==> config.mk <==
export PLATFORM = sky130hd
export DESIGN_NAME = pse_ram
export DESIGN_NICKNAME = d
export VERILOG_FILES = /design/src/hdl/pse_ram.sv
export SDC_FILE = /design/constraint.sdc
export NUM_CORES = 1
export LEC_CHECK = 0
export BUFFER_PORTS_ARGS = -buffer_cell sky130_fd_sc_hd__buf_2
export CORE_MARGIN = 2
export CORE_UTILIZATION = 40
export CTS_CLUSTER_SIZE = 16
export DETAILED_ROUTE_END_ITERATION = 6
export RECOVER_POWER = 25
export SYNTH_ARGS = -nofsm -noshare
export SYNTH_HDL_FRONTEND = slang
export SYNTH_SLANG_ARGS = --single-unit
export TNS_END_PERCENT = 100
==> constraint.sdc <==
create_clock -name clk -period 5.35 [get_ports clk]
set_input_delay 0.535 -clock clk [delete_from_list [all_inputs] [get_ports clk]]
set_output_delay 0.535 -clock clk [all_outputs]
set_load 0.01 [all_outputs]
==> src/hdl/pse_ram.sv <==
// Generic simple dual-port RAM: one write port, one read port, registered read.
// No dependencies.
module pse_ram #(
  parameter int WIDTH = 8,
  parameter int DEPTH = 64
) (
  input  logic                     clk,
  input  logic                     wr_en,
  input  logic [$clog2(DEPTH)-1:0] wr_addr,
  input  logic [WIDTH-1:0]         wr_data,
  input  logic                     rd_en,
  input  logic [$clog2(DEPTH)-1:0] rd_addr,
  output logic [WIDTH-1:0]         rd_data
);

  logic [WIDTH-1:0] mem [DEPTH];

  always_ff @(posedge clk) begin
    if (wr_en) begin
      mem[wr_addr] <= wr_data;
    end
    if (rd_en) begin
      rd_data <= mem[rd_addr];
    end
  end

endmodule

### Word-level counts from Yosys, hierarchy flattened

Memory sizes are Yosys's and may differ from the RTL's. A register that Yosys moved wholly into a read port is not among the register bits.
Index checks and enable logic that the tools add are counted.

* bits of input ports: 23
* register bits after elaboration: 0
* memories kept: 1
* logic and storage cells: 3
* bits in writable memories: 512
* output and inout bits: 8

* muxes and demuxes: 2

Memory list
* mem: depth 64, width 8, rd ports 1, clocked after memory_dff 1, write ports 1, RTL line 16 `logic [WIDTH-1:0] mem [DEPTH];`

Operators with widths (number)
* 2-to-1 mux 1 bit: 2

### Longest topological paths before layout

* word-level depth: 2
* gate-level depth with buffers: 9
* depth with buffers taken out: 5

### Least setup slack after synthesis

OpenSTA, ideal clock, no wires.

* path kind: in2reg
* start point: input port rd_addr[1]
* end point: register rd_data[3] (read register of mem), data pin
* setup slack: 3.009 ns
* required time: 5.084 ns
* buffers on the path: 3
* stages: 7
* data arrival time: 2.075 ns
* library setup time: 0.266 ns
* cells stage by stage: buf_4 buf_2 buf_2 mux4_2 mux4_2 o21ai_1 o41ai_1

RTL lines
* start, declared: RTL line 12 `input logic [$clog2(DEPTH)-1:0] rd_addr,`
* end, declared: RTL line 13 `output logic [WIDTH-1:0] rd_data`

==> results.tsv <==
stage	metric	value	unit
power	peak supply drop	0.230	mV
critical_path	worst r2r dst	rd_data[2]	
floorplan	die area	0.0524	mm²
power	P_leak	6.94	nW
yosys	Seq/Total Area, Yosys	77.1	%
clock_tree	number of H-tree levels	2	
placed_design	final RePlAce weighted congestion	0.750	
yosys	largest family of logic cells by synthesized area	multiplexers	
yosys	synthesized cell area	0.0202	mm²
clock_tree	CTS Sinks	520	
global_routing	initial antenna violation count	2	
clock_tree	CTS tree	done	
clock_tree	Root Driver	clkbuf_16	
clock_tree	CTS resizes	0	
timing	Sum Neg Setup Slack	0	ps
final_layout	Layout area overhead	12.0	%
floorplan	Die H	229	µm
hold_path	worst min path class	in2reg	
timing	minimum clock period	3020	ps
yosys	XOR/XNOR Fraction of Synth Area	0	%
global_routing	largest net degree at the start of global routing	66	
timing	PnR worst setup slack	2330	ps
timing	Final Hold Viols	0	
floorplan	Core ar.	0.0501	mm²
final_layout	share of layout cells above drive strength 1	24.4	%
final_layout	Finished Layout Cells	1702	
critical_path	R2R depth	4	
clock_tree	clock buffer depth	3	
placed_design	dpl cells	1609	
power	Power, Total	8.39	mW
critical_path	CP required	5630	ps
yosys	Post-Synth Adder-Cell Area	0	%
detailed_routing	DR WL/cell	26.8	µm
clock_tree	clock-pin slew on the worst setup and hold paths	60	ps
clock_tree	CTS Buf Count	51	
global_routing	GRT Total Usage	17.5	%
final_layout	most common cell after layout, fill and taps aside	edfxtp_1	
yosys	Primary FF master, synth	edfxtp_1	
yosys	synthesized instance count	940	
detailed_routing	routed wire length	45500	µm
timing	Slew headroom	-106	%
critical_path	Worst Setup End Kind	flip-flop	
power	PwrDens	370	mW/mm²
detailed_routing	DRC errors left	0	
flow_run	max-cap violation count	5	
detailed_routing	Final ANT Viol Nets	0	
yosys	yosys warns	0	
global_routing	GRT Residual Overflow	0	
detailed_routing	1st-pass router iterations	6	
floorplan	Initial Util	40.4	%
timing	RSZ-0062 raised after global routing	false	
floorplan	num rows	82	
yosys	asr flop ratio synth	0	%
final_layout	final core occ	45.3	%
yosys	Unique masters post-synth	39	
timing	Setup Skew	12.6	ps
detailed_routing	Initial DRC Count	935	
timing	fmax	331	MHz
yosys	number of synthesized register bits	520	
status	outcome	finished, violations left	
critical_path	worst flop-to-flop path startpoint	mem[47][2]	
hold_path	hold path cells	2	
yosys	Synth Area in Simple Gates	3.37	%
hold_path	Hold EP	mem[48][1]	
floorplan	# IOs	31	
critical_path	crit start category	input pin	
clock_tree	worst skew pair latency	570	ps
clock_tree	CTS Hold Buffers Added	0	
final_layout	commonest non-fill, non-tap cells in the layout	edfxtp_1 (520), mux4_2 (126), nor2_1 (83)	
floorplan	Die X-Extent	229	µm
timing	Tightest Pin Transition	3080	ps
critical_path	critical path type	in2reg	
yosys	fraction of synthesized area in multiplexers	15.9	%
timing	Finish-stage setup viols	0	
detailed_routing	Vias/cell	5.63	
yosys	post-synthesis area per instance	21.5	µm²
timing	count of pins over their slew limit	326	
status	failing checks	capacitance limit, slew limit	
final_layout	Net count, final	1013	
global_routing	global-route wire length before repair	67300	µm
yosys	Synthesized Nets	963	
timing	crit share post-route	56.5	%
critical_path	Crit Path Max Fanout	34	
critical_path	CP arrival	3300	ps
global_routing	number of global-route vias before repair	9752	
critical_path	r2r setup slk	2910	ps
yosys	Post-synth EDFFs	520	
detailed_routing	via count	9574	
clock_tree	setup bufs post-CTS	0	
hold_path	hold_sp	wr_addr[1]	
yosys	Synth Area in Compound Gates	2.06	%
placed_design	hpwl dp	27100	µm
placed_design	Port Buffers	30	
placed_design	Post-Place Setup Slack	1640	ps
-- how the worst max path moves through the flow --
stage | start | to | slack (ps) | depth (start not counted)
floorplan | rd_addr[1] | rd_data[3] | 3010 | 7
global placement | rd_addr[1] | rd_data[2] | 1650 | 6
detailed placement | rd_addr[1] | rd_data[2] | 1640 | 6
CTS | rd_addr[1] | rd_data[2] | 2240 | 6
global route | wr_data[0] | mem[10][0] | 2160 | 2
finish | rd_addr[1] | rd_data[2] | 2330 | 6
-- registers in the layout, summed over array words and instances (netlist names) --
register,count
mem,512
rd_data,8
-- Yosys cell counts (6+ instances only) --
library cell	n	area, µm²
a221oi_1	6	52.6
buf_2	11	55.1
buf_4	13	97.6
clkbuf_1	17	63.8
edfxtp_1	520	15600
mux2_2	13	146
mux2i_1	23	230
mux4_2	126	2840
nand2_1	19	71.3
nand2b_1	7	43.8
nand3_1	13	65.1
nor2_1	83	312
nor2b_1	14	87.6
nor3_1	7	35.0
o221ai_1	8	70.1
o22ai_1	8	50.1
-- where the power goes --
group,switching (mW),total [mW],internal [mW]
clock,1.46,3.45,1.99
sequential,0.0124,4.54,4.53
combinational,0.255,0.404,0.149
total,1.73,8.39,6.66
-- worst max-delay path: stages --
cell and delay [ps]:
buf_4 450, buf_4 420, mux4_2 560, mux2_2 290, a221oi_1 890, o2bb2ai_1 150
-- stage by stage --
stage	hold WS (ps)	cell area, µm²
2_1_floorplan	634	20200
6_report	495	22700
5_1_grt	506	22700
4_1_cts	365	22700
3_3_place_gp	870	21100
3_5_place_dp	891	21100
-- logic make-up after synthesis --
kind of cell,count (synthesis)
AOI/OAI and AO/OA,54
buffers and inverters,51
DFF,520
muxes,162
and+or+nand+nor,153
-- cell type report --
class,count,area (µm²)
Fill cell,4211,27400
Sequential cell,520,15600
Multi-Input combinational cell,369,4320
Clock buffer,59,1350
Tap cell,672,841
Timing Repair Buffer,48,304
Clock inverter,33,255
Antenna cell,1,2.50
-- routing by layer --
metal / track usage (%) / wire [µm]
met5: 0 / 27
met4: 5.40 / 1270
met3: 3.54 / 2860
met2: 28.7 / 22500
met1: 23.8 / 18900
No activity file was read; power rests on OpenSTA's default activity.
