<file path="config.mk">
export PLATFORM = sky130hd
export DESIGN_NAME = pse_merge_flat
export DESIGN_NICKNAME = d
export VERILOG_FILES = /design/src/hdl/pse_pkg.sv /design/src/hdl/pse_out_if.sv /design/src/hdl/pse_merge.sv /design/src/flat_wrapper.sv
export SDC_FILE = /design/constraint.sdc
export NUM_CORES = 1
export LEC_CHECK = 0
export ABC_AREA = 1
export BUFFER_PORTS_ARGS = -buffer_cell sky130_fd_sc_hd__buf_2
export CAP_MARGIN = 20
export CORE_MARGIN = 1.5
export CORE_UTILIZATION = 39
export DETAILED_ROUTE_END_ITERATION = 16
export PLACE_DENSITY_LB_ADDON = 0.1
export SYNTH_ARGS = -nofsm -noshare
export SYNTH_HDL_FRONTEND = slang
export SYNTH_SLANG_ARGS = --single-unit
</file>
<file path="constraint.sdc">
create_clock -name clk -period 0.8 [get_ports clk]
set_input_delay 0.2 -clock clk [delete_from_list [all_inputs] [get_ports clk]]
set_output_delay 0.2 -clock clk [all_outputs]
set_load 0.03 [all_outputs]
</file>
<file path="src/hdl/pse_pkg.sv">
// Shared constants, codes and the lane control struct for the parent selection engine.
// No dependencies; every other file but pse_ram imports this package.
package pse_pkg;

  localparam int MAX_POP    = 64;
  localparam int WEIGHT_W   = 32;
  localparam int POP_IDX_W  = $clog2(MAX_POP);
  localparam int CNT_W      = $clog2(MAX_POP + 1);
  localparam int CUM_W      = WEIGHT_W + POP_IDX_W;
  localparam int FRAC_W     = 32;
  localparam int PROD_W     = 2 * FRAC_W;
  localparam int HI_W       = CUM_W - FRAC_W;
  localparam int TGT_LO_W   = FRAC_W + 1;
  localparam int TGT_W      = CUM_W + 1;
  localparam int EQUAL_WEIGHT = 100;

  // Fixed field widths
  localparam int OP_W       = 2;
  localparam int IN_W       = 32;
  localparam int IDX_OUT_W  = 6;
  localparam int MODE_W     = 2;
  localparam int POP_CFG_W  = 7;
  localparam int CFG_IDX_W  = 1;
  localparam int CFG_DATA_W = 7;

  localparam int POP_RESET  = 10;
  localparam int LEFT_RESET = (POP_RESET > MAX_POP) ? MAX_POP : POP_RESET;

  localparam logic [OP_W-1:0] OP_NEW_GEN = 2'd0;
  localparam logic [OP_W-1:0] OP_LOAD    = 2'd1;
  localparam logic [OP_W-1:0] OP_DRAW    = 2'd2;

  localparam logic [MODE_W-1:0] MODE_WEIGHTED = 2'd0;
  localparam logic [MODE_W-1:0] MODE_EQUAL    = 2'd1;
  localparam logic [MODE_W-1:0] MODE_UNIFORM  = 2'd2;

  localparam logic [CFG_IDX_W-1:0] CFG_SELECT_MODE = 1'd0;
  localparam logic [CFG_IDX_W-1:0] CFG_POP_COUNT   = 1'd1;

  typedef enum logic [1:0] {
    MUL_LO,
    MUL_HI,
    MUL_LEFT
  } mul_sel_t;

  typedef struct packed {
    logic     start;
    logic     new_gen;
    logic     mul_en;
    mul_sel_t mul_sel;
    logic     tgt_lo_en;
    logic     tgt_en;
    logic     scan_clear;
    logic     cmp_valid;
    logic     rd_idx;
    logic     rd_last;
    logic     capture_pick;
    logic     wr_idx;
    logic     wr_last;
  } lane_ctrl_t;

endpackage

</file>
<file path="src/hdl/pse_out_if.sv">
// Output channel: valid/ready handshake carrying one selection result.
// Depends on pse_pkg for field widths.
interface pse_out_if;
  import pse_pkg::*;

  logic                 valid;
  logic                 ready;
  logic [IDX_OUT_W-1:0] mother_index;
  logic [IDX_OUT_W-1:0] father_index;
  logic                 error;

  modport source (output valid, mother_index, father_index, error, input ready);
  modport sink   (input valid, mother_index, father_index, error, output ready);
endinterface

</file>
<file path="src/hdl/pse_merge.sv">
// Merge stage and output register: combines both lane picks with the error flag.
// Depends on pse_pkg and pse_out_if.
module pse_merge (
  input  logic                          clk,
  input  logic                          rst,
  input  logic                          load,
  input  logic                          draw_ok,
  input  logic                          err,
  input  logic [pse_pkg::POP_IDX_W-1:0] mother_pick,
  input  logic [pse_pkg::POP_IDX_W-1:0] father_pick,
  output logic                          free,
  pse_out_if.source                     out_ch
);
  import pse_pkg::*;

  logic                 valid_q;
  logic [IDX_OUT_W-1:0] mother_q;
  logic [IDX_OUT_W-1:0] father_q;
  logic                 err_q;

  assign free                = !valid_q || out_ch.ready;
  assign out_ch.valid        = valid_q;
  assign out_ch.mother_index = mother_q;
  assign out_ch.father_index = father_q;
  assign out_ch.error        = err_q;

  always_ff @(posedge clk) begin
    if (rst) begin
      valid_q <= 1'b0;
    end else if (load) begin
      valid_q <= 1'b1;
    end else if (out_ch.ready) begin
      valid_q <= 1'b0;
    end
  end

  always_ff @(posedge clk) begin
    if (load) begin
      mother_q <= draw_ok ? IDX_OUT_W'(mother_pick) : '0;
      father_q <= draw_ok ? IDX_OUT_W'(father_pick) : '0;
      err_q    <= err;
    end
  end

endmodule

</file>
<file path="src/flat_wrapper.sv">
// flat-port wrapper written by rule: the top's interface ports become plain ports
module pse_merge_flat import pse_pkg::*;
  (clk, rst, load, draw_ok, err, mother_pick, father_pick, free, out_ch_valid, out_ch_mother_index, out_ch_father_index, out_ch_error, out_ch_ready);
  pse_out_if out_ch_i ();
  input  logic clk;
  input  logic rst;
  input  logic load;
  input  logic draw_ok;
  input  logic err;
  input  logic [pse_pkg::POP_IDX_W-1:0] mother_pick;
  input  logic [pse_pkg::POP_IDX_W-1:0] father_pick;
  output logic free;
  output wire logic [$bits(out_ch_i.valid)-1:0] out_ch_valid;
  output wire logic [$bits(out_ch_i.mother_index)-1:0] out_ch_mother_index;
  output wire logic [$bits(out_ch_i.father_index)-1:0] out_ch_father_index;
  output wire logic [$bits(out_ch_i.error)-1:0] out_ch_error;
  input wire logic [$bits(out_ch_i.ready)-1:0] out_ch_ready;
  assign out_ch_valid = out_ch_i.valid;
  assign out_ch_mother_index = out_ch_i.mother_index;
  assign out_ch_father_index = out_ch_i.father_index;
  assign out_ch_error = out_ch_i.error;
  assign out_ch_i.ready = out_ch_ready;
  pse_merge u_core (.clk(clk), .rst(rst), .load(load), .draw_ok(draw_ok), .err(err), .mother_pick(mother_pick), .father_pick(father_pick), .free(free), .out_ch(out_ch_i));
endmodule
</file>
== After elaboration in Yosys (flattened, before gate mapping) ==
Index checks and enable logic that the tools add are counted.

* Flip-flop bits (word level): 14
* Input bits: 18
* Output and inout port bits: 15

* Muxes and demuxes: 2
* Reduce and logical (&&, ||, !) cells: 3

{| class="wikitable"
|+ Operators with widths
! cell !! number
|-
| 2-to-1 mux 1 bit || 2
|-
| nonzero test 2 bit || 1
|-
| logical NOT 1 bit || 1
|-
| logical OR 1 bit || 1
|}

== Logic depth before layout (Yosys ltp) ==
Gate-level depths: netlist (run 1).

* Depth in word-level cells: 2
* Depth in mapped cells: 3

== Worst setup path after synthesis (run 1) ==
No wires, ideal clock.

* Path type: register to register
* Start: register u_core.out_ch.valid (netlist name)
* End: register u_core.valid_q, in the netlist u_core.out_ch.valid
* Setup time: 0.070 ns
* Arrival time: 0.929 ns
* Required time: 0.730 ns
* Slack: -0.199 ns
* Cell stages (with the launch flop): 3
* Path buffers: 0
* Period minus slack after synthesis: 0.999 ns
* Cells stage by stage: dfxtp_1 -> nand2_1 -> a21oi_1

{| class="wikitable"
|+ RTL lines
! what !! RTL line !! text
|-
| end signal: assignment || pse_merge.sv:29 || <nowiki>valid_q <= 1'b0;</nowiki>
|-
| end signal: assignment || pse_merge.sv:31 || <nowiki>valid_q <= 1'b1;</nowiki>
|-
| end signal: assignment || pse_merge.sv:33 || <nowiki>valid_q <= 1'b0;</nowiki>
|-
| end: declaration || pse_merge.sv:16 || <nowiki>logic valid_q;</nowiki>
|}

== Final worst setup path (run 1) ==
* Start: register u_core.father_q[1], in the netlist u_core.out_ch.father_index[1]
* End: output port out_ch_father_index[1]

{| class="wikitable"
|+ RTL lines
! what !! RTL line !! text
|-
| start: declaration || pse_merge.sv:18 || <nowiki>logic [IDX_OUT_W-1:0] father_q;</nowiki>
|-
| start signal: assignment || pse_merge.sv:40 || <nowiki>father_q <= draw_ok ? IDX_OUT_W'(father_pick) : '0;</nowiki>
|-
| end: declaration || flat_wrapper.sv:15 || <nowiki>output wire logic [$bits(out_ch_i.father_index)-1:0] out_ch_father_index;</nowiki>
|}

No word-level cell between the ends.

==> results of run 1 <==
flip-flops by register name (all words and copies together) (netlist names):
signal and cells:
u_core.out_ch.error 1, u_core.out_ch.father_index 6, u_core.out_ch.mother_index 6, u_core.out_ch.valid 1
cell usage after synthesis (all sizes together):
master	n
inv	14
edfxtp	13
nand2	13
a21oi	1
buf	1
dfxtp	1
logic make-up after synthesis:
logic type,after synthesis
simple gates,13
buf+inv,15
flops,14
compound gates,1
report_power, final:
part           internal, mW  switching [mW]  total, mW
clock                 0.276           0.211      0.487
sequential            0.863          0.0248      0.888
combinational         0.145           0.182      0.327
final cells by class:
type	instances	area share [%]
well taps	15	2.26
repair buffers	32	30.6
inverters	14	6.33
multi-input cells	14	6.79
flip-flops and latches	14	49.6
clock buffers	4	4.37
routing by layer:
metal,track usage (%),part of all wire (%),routed length [µm],vias to the layer above
li1,-,-,-,199
met1,11.7,37,292,168
met2,22.5,58,464,16
met3,5.11,5.1,41,0
met4,5.17,0,0,0
met5,0,0,0,-
worst max-delay path by stage:
stage,startpoint,end,slack [ps],cells past startpoint
after floorplan,u_core.out_ch.valid$_SDFFE_PP0P_,u_core.out_ch.valid$_SDFFE_PP0P_,20,2
after global placement,load,u_core.out_ch.error$_DFFE_PP_,-5,1
after detailed placement,load,u_core.out_ch.father_index[3]$_SDFFCE_PN0P_,-6,1
after CTS,u_core.out_ch.father_index[1]$_SDFFCE_PN0P_,out_ch_father_index[1],-240,1
after global routing,u_core.out_ch.error$_DFFE_PP_,out_ch_error,-260,1
final,u_core.out_ch.father_index[1]$_SDFFCE_PN0P_,out_ch_father_index[1],-220,1
placed cells by master, fill, tap and decap left out, drive strengths merged:
master	instances
inv	14
edfxtp	13
clkbuf	4
a21oi	1
buf	32
dfxtp	1
nand2	13
what timing repair did:
| action | 4_1_cts | 5_1_grt |
|---|---|---|
| pin swaps | 1 | 0 |
| endpoints found under the setup margin | 15 | 15 |
| buffers inserted | 0 | 0 |
| resized for setup | 30 | 0 |
per-stage QoR:
step                instance area [µm²]  setup WS (ps)  util, %  TNS, ps  instances
finish                              830           -216     64.6    -3000         93
global route                        830           -255     64.6    -3530         93
CTS                                 830           -236     64.6    -3210         93
detailed placement                  699          -5.83     54.4    -71.9         89
global placement                    699          -4.57     54.4    -55.5         89
floorplan                           532           18.8        -        0         43
==> impl_metrics.yaml, run 1 <==
grt:
  gr-total-overflow: 0
  grt_pass1_vias: 325
  grt_pass1_wl_um: 1200
  grt_start_max_net_pins: 15
  grt.total_usage_pct: 12.3
  antenna_found_initial: 0
hold_path:
  hold_depth: 2
  holdPathEnd: "u_core.out_ch.valid$_SDFFE_PP0P_"
  min_path_type: "input pin to flop"
  hp-start: "rst"
sta:
  layout_setup_ws_ps: -216
  fin_worst_skew_ps: 0
  tightest_slew_ps: 287
  fin_crit_sh_pct: 127
  period_minus_slack_ps: 1020
  fmax_ghz: 0.984
  slew_violations: 0
  fin_hold_ws_ps: 65.9
  relSlewSlack_pct: 80.9
  grt_setup_unrepaired: "true"
  finalSetupViolations: 15
  hold_viol: 0
detailed_routing:
  drc_errors: 0
  num_vias: 383
  routedWlPerCell_um: 8.58
  avgViaCountPerCell: 4.12
  drtIter0Drc: 2
  ant_nets: 0
  wl_um: 798
  first_pass_iters: 2
power:
  ir_drop_v: 0.00104
  p_per_area_mw_per_mm2: 2050
  p_leak_nw: 0.447
  finalPower_mw: 1.70
final_layout:
  drive_above_1_share_pct: 48.7
  synthToLayoutAreaGrowth_pct: 57.1
  fillerInstances: 97
  fin_nets: 97
  diodes: 0
  multi_input_area_um2: 56.3
  final-seq-area_um2: 412
yosys:
  synth_nets: 61
  synth_seq_cells: 14
  synth.distinct_cells: 6
  synth.top_cell.area_share_pct: 73.9
  synth_area_leader_cell: "edfxtp_1"
  synth.yosys.seq_area_share_pct: 77.7
  synth_compound_area_share_pct: 0.948
  synth_fa_ha_area_share_pct: 0
  syn-instance-count: 43
  synth_xor_area_share_pct: 0
  synth_mux_area_share_pct: 0
  synthTopCellsByArea: "edfxtp_1 74%, inv_1 10%, nand2_1 9.2%"
  synthSimpleGateAreaFrac_pct: 9.24
  synth_top_family_by_area: "buffers and inverters"
  avgSynthCellArea_um2: 12.3
  syn_area_um2: 528
  yosysWarnings: 0
clock_tree:
  cts_buffer_depth: 2
  clockRootBuffer: "clkbuf_4"
  htree_levels: 1
  numClockSinks: 14
  clock_latency_ps: 270
  numCtsBuffers: 3
  holdBufCountCts: 0
  tritoncts: "built"
  path_clk_slew_ps: 80
setup_path:
  crit_family: "flip-flops"
  cp-start-kind: "flop"
  cp_slowest_cell: "edfxtp_1"
  cp-end-kind: "output pin"
  worst-setup-path-type: "flop to output pin"
  path_max_fanout: 1
  cp.arrival_ps: 820
  worstPathRequired_ps: 600
  path_cells: "buf_6"
  r2r_end: "u_core.out_ch.valid$_SDFFE_PP0P_"
  reg2reg_from: "u_core.out_ch.valid$_SDFFE_PP0P_"
  max_stage_delay_ps: 390
  reg2reg_depth: 2
  crit_buf_inv: 1
  r2r_setup_slack_ps: 220
floorplanning:
  die_h_um: 39.8
  die_x_um: 39.8
  ios: 33
  rows: 13
  core_area_mm2: 0.00128
  dieArea_mm2: 0.00158
  initial_core_util_pct: 41.1
run:
  drv_cap: 0
outcome:
  violations: "setup timing"
  status: "finished, violations left"
placed_design:
  globalplace.congestion: 0.601
  port-buffer-count: 32
  dpl.hpwl_um: 577
Note: power is estimated with default switching activity, not from simulation.
==> run 2: changes to the inputs <==
--- a/config.mk
+++ b/config.mk
@@ -11,7 +11,7 @@
 export CORE_MARGIN = 1.5
 export CORE_UTILIZATION = 39
 export DETAILED_ROUTE_END_ITERATION = 16
-export PLACE_DENSITY_LB_ADDON = 0.1
+export PLACE_DENSITY = 0.76
 export SYNTH_ARGS = -nofsm -noshare
 export SYNTH_HDL_FRONTEND = slang
 export SYNTH_SLANG_ARGS = --single-unit
==> impl_metrics.yaml, run 2 (synthesis results as in run 1) <==
sta:
  relSlewSlack_pct: 80.4
  tightest_slew_ps: 294
  slew_violations: 0
  fin_crit_sh_pct: 127
  period_minus_slack_ps: 1020
  hold_viol: 0
  layout_setup_ws_ps: -217
  fmax_ghz: 0.983
  fin_worst_skew_ps: 0
  finalSetupTns_ps: -3060
  grt_setup_unrepaired: "true"
  finalSetupViolations: 15
final_layout:
  drive_above_1_share_pct: 48.7
  mostFrequentLayoutCells: "17 x buf_2, 15 x buf_6, 14 x inv_1"
  synthToLayoutAreaGrowth_pct: 57.1
  final_common_cell: "buf_2"
  diodes: 0
  fin_nets: 97
outcome:
  violations: "setup timing"
  status: "finished, violations left"
setup_path:
  max_stage_delay_ps: 390
  crit_family: "flip-flops"
  cp-end-kind: "output pin"
  worst-setup-path-type: "flop to output pin"
  crit_buf_inv: 1
  reg2reg_depth: 2
  path_cells: "buf_6"
  r2r_end: "u_core.out_ch.valid$_SDFFE_PP0P_"
  r2r_setup_slack_ps: 210
  cp_slowest_cell: "edfxtp_1"
  cp-start-kind: "flop"
  path_max_fanout: 1
  worstPathRequired_ps: 600
  cp.arrival_ps: 820
  reg2reg_from: "u_core.out_ch.valid$_SDFFE_PP0P_"
detailed_routing:
  routedWlPerCell_um: 9.56
  drtIter0Drc: 3
  ant_nets: 0
  drc_errors: 0
  wl_um: 889
  avgViaCountPerCell: 4.26
  num_vias: 396
  first_pass_iters: 2
clock_tree:
  clock_latency_ps: 270
  htree_levels: 1
  numClockSinks: 14
  tritoncts: "built"
  post-cts-setup-buffer-count: 0
  cts_buffer_depth: 2
  path_clk_slew_ps: 80
  clockRootBuffer: "clkbuf_4"
  holdBufCountCts: 0
  numCtsBuffers: 3
floorplanning:
  core_area_mm2: 0.00128
  initial_core_util_pct: 41.1
  die_h_um: 39.8
  die_x_um: 39.8
  rows: 13
  ios: 33
  dieArea_mm2: 0.00158
hold_path:
  min_path_type: "input pin to flop"
  hp-start: "rst"
  hold_depth: 2
  holdPathEnd: "u_core.out_ch.valid$_SDFFE_PP0P_"
placed_design:
  globalplace.congestion: 0.523
  port-buffer-count: 32
  dpl.hpwl_um: 630
  place_ws_ps: -16.1
grt:
  grt_start_max_net_pins: 15
  grt.total_usage_pct: 12.5
  gr-total-overflow: 0
  grt_pass1_vias: 293
  grt_pass1_wl_um: 1170
  antenna_found_initial: 0
power:
  p_per_area_mw_per_mm2: 2060
  p_leak_nw: 0.447
  ir_drop_v: 0.000947
run:
  drv_cap: 0
-- run 2: cell counts in the layout (fill, tap and decap cells not counted) --
No cell type changed its count.
-- run 2: cell type report --
cell class | count | area (µm²)
clock buffers | 4 | 36.3
fillers | 102 | 455
inverters | 14 | 52.6
multi-input cells | 14 | 56.3
flip-flops and latches | 14 | 412
well taps | 15 | 18.8
repair buffers | 32 | 254
-- run 2: power breakdown --
part	leakage [nW]	switching, mW	internal, mW
combinational	0.292	0.183	0.145
sequential	0.134	0.0252	0.863
clock	0.0210	0.218	0.276
total	0.447	0.426	1.29
-- run 2: worst max-delay path by stage --
stage,from,endpoint,slack (ps),cells after the start
4_1_cts,u_core.out_ch.mother_index[5]$_SDFFCE_PN0P_,out_ch_mother_index[5],-230,1
6_report,u_core.out_ch.mother_index[5]$_SDFFCE_PN0P_,out_ch_mother_index[5],-220,1
2_1_floorplan,u_core.out_ch.valid$_SDFFE_PP0P_,u_core.out_ch.valid$_SDFFE_PP0P_,20,2
3_5_place_dp,load,u_core.out_ch.father_index[2]$_SDFFCE_PN0P_,-20,1
5_1_grt,u_core.out_ch.valid$_SDFFE_PP0P_,free,-250,2
3_3_place_gp,load,u_core.out_ch.father_index[2]$_SDFFCE_PN0P_,8,1
-- run 2: through the flow --
| stage | utilization (%) | area [µm²] | hold slack (ps) | cells | total power, mW |
|---|---|---|---|---|---|
| 2_1_floorplan | - | 532 | 262 | 43 | 1.05 |
| 3_3_place_gp | 54.4 | 699 | 352 | 89 | 1.15 |
| 3_5_place_dp | 54.4 | 699 | 353 | 89 | 1.16 |
| 4_1_cts | 64.6 | 830 | 56.1 | 93 | 1.73 |
| 5_1_grt | 64.6 | 830 | 58.1 | 93 | 1.77 |
| 6_report | 64.6 | 830 | 64.6 | 93 | 1.71 |
-- run 2: repair_timing --
action	CTS	global route
endpoints found under the setup margin	15	15
pin swaps	1	0
gates resized for setup	30	0
-- run 2: metal layers --
layer	part of all wire (%)	GRT usage (%)
met3	6.7	3.41
met2	53	19.3
met5	0	0
met4	1.8	12.9
met1	38	13.0
==> run 3: changes to the inputs <==
--- a/config.mk
+++ b/config.mk
@@ -9,9 +9,10 @@
 export BUFFER_PORTS_ARGS = -buffer_cell sky130_fd_sc_hd__buf_2
 export CAP_MARGIN = 20
 export CORE_MARGIN = 1.5
-export CORE_UTILIZATION = 39
+export CORE_UTILIZATION = 23
 export DETAILED_ROUTE_END_ITERATION = 16
-export PLACE_DENSITY = 0.76
+export GPL_TIMING_DRIVEN = 0
+export PLACE_DENSITY = 0.5
 export SYNTH_ARGS = -nofsm -noshare
 export SYNTH_HDL_FRONTEND = slang
 export SYNTH_SLANG_ARGS = --single-unit
==> impl_metrics.yaml, run 3 (synthesis results as in run 1) <==
floorplanning:
  die_x_um: 50.9
  dieArea_mm2: 0.00259
  die_h_um: 50.9
  rows: 17
  initial_core_util_pct: 24.1
  ios: 33
  core_area_mm2: 0.00219
placed_design:
  dpl.hpwl_um: 721
  port-buffer-count: 32
  globalplace.congestion: 0.556
  dp.cells: 103
detailed_routing:
  drc_errors: 0
  drtIter0Drc: 5
  ant_nets: 0
  num_vias: 401
  avgViaCountPerCell: 3.75
  wl_um: 981
  routedWlPerCell_um: 9.17
  first_pass_iters: 3
clock_tree:
  post-cts-setup-buffer-count: 0
  htree_levels: 1
  clockRootBuffer: "clkbuf_4"
  numCtsBuffers: 3
  cts_buffer_depth: 2
  clock_latency_ps: 270
  tritoncts: "built"
  numClockSinks: 14
  path_clk_slew_ps: 80
  holdBufCountCts: 0
sta:
  tightest_slew_ps: 313
  relSlewSlack_pct: 79.1
  layout_setup_ws_ps: -226
  finalSetupViolations: 15
  grt_setup_unrepaired: "true"
  hold_viol: 0
  fin_crit_sh_pct: 128
  period_minus_slack_ps: 1030
  fmax_ghz: 0.975
  slew_violations: 0
  fin_worst_skew_ps: 0
  finalSetupTns_ps: -3060
setup_path:
  crit_buf_inv: 1
  worst-setup-path-type: "flop to output pin"
  path_cells: "buf_6"
  path_max_fanout: 1
  crit_family: "flip-flops"
  cp-end-kind: "output pin"
  r2r_setup_slack_ps: 220
  cp.arrival_ps: 830
  max_stage_delay_ps: 400
  worstPathRequired_ps: 600
  cp_slowest_cell: "edfxtp_1"
  cp-start-kind: "flop"
final_layout:
  drive_above_1_share_pct: 49.4
  mostFrequentLayoutCells: "17 x buf_2, 16 x buf_6, 14 x inv_1"
  final_common_cell: "buf_2"
  synthToLayoutAreaGrowth_pct: 62.3
  final_core_util_pct: 39.1
  layoutNonFillerInstCount: 107
  fin_nets: 98
  diodes: 0
power:
  p_per_area_mw_per_mm2: 2000
  ir_drop_v: 0.000817
  p_leak_nw: 0.453
outcome:
  violations: "setup timing"
  status: "finished, violations left"
grt:
  antenna_found_initial: 0
  grt_start_max_net_pins: 15
  grt_pass1_wl_um: 1530
  grt_pass1_vias: 392
  gr-total-overflow: 0
  grt.total_usage_pct: 8.52
run:
  drv_cap: 0
hold_path:
  min_path_type: "input pin to flop"
[run 3: cell types whose count changed in the layout (fill, tap and decap cells not counted)]
| cell | previous run | this run |
|---|---|---|
| buf_6 | 15 | 16 |
[run 3: final timing paths]
kind                                           end  cells after the start                                         from
setup reg to reg  u_core.out_ch.valid$_SDFFE_PP0P_                      2             u_core.out_ch.valid$_SDFFE_PP0P_
setup / recovery            out_ch_mother_index[1]                      1  u_core.out_ch.mother_index[1]$_SDFFCE_PN0P_
hold reg to reg   u_core.out_ch.valid$_SDFFE_PP0P_                      2             u_core.out_ch.valid$_SDFFE_PP0P_
hold / removal    u_core.out_ch.valid$_SDFFE_PP0P_                      2                                          rst
[run 3: cell type report]
class | instances | area [µm²]
plain buffers | 1 | 11.3
clock buffers | 4 | 36.3
fillers | 227 | 1330
inverters | 14 | 52.6
multi-input cells | 14 | 56.3
flip-flops and latches | 14 | 412
well taps | 28 | 35.0
repair buffers | 32 | 254
[run 3: timing repair]
item,in CTS,in global routing
pin swaps,1,0
endpoints found under the hold margin,0,0
setup endpoints to repair,15,15
resized for setup,30,0
[run 3: stage by stage]
step	area [µm²]	hold WS [ps]	total power [mW]	setup WS (ps)
global placement	727	348	1.16	-26.4
global route	857	50.3	1.79	-274
floorplan	532	262	1.05	18.8
CTS	857	52.3	1.74	-235
finish	857	59.6	1.71	-226
detailed placement	727	350	1.16	-36.5
[run 3: report_power, final]
part	leakage, nW	total, mW	internal, mW	switching, mW
clock network	0.0210	0.488	0.276	0.212
logic	0.298	0.335	0.150	0.185
registers	0.134	0.889	0.863	0.0256
[run 3: per-layer routing]
metal,wire (µm),track usage (%),vias up
met4,22,6.76,0
met1,373,7.59,173
met2,463,13.9,23
li1,-,-,201
met3,121,4.97,4
met5,0,0,-
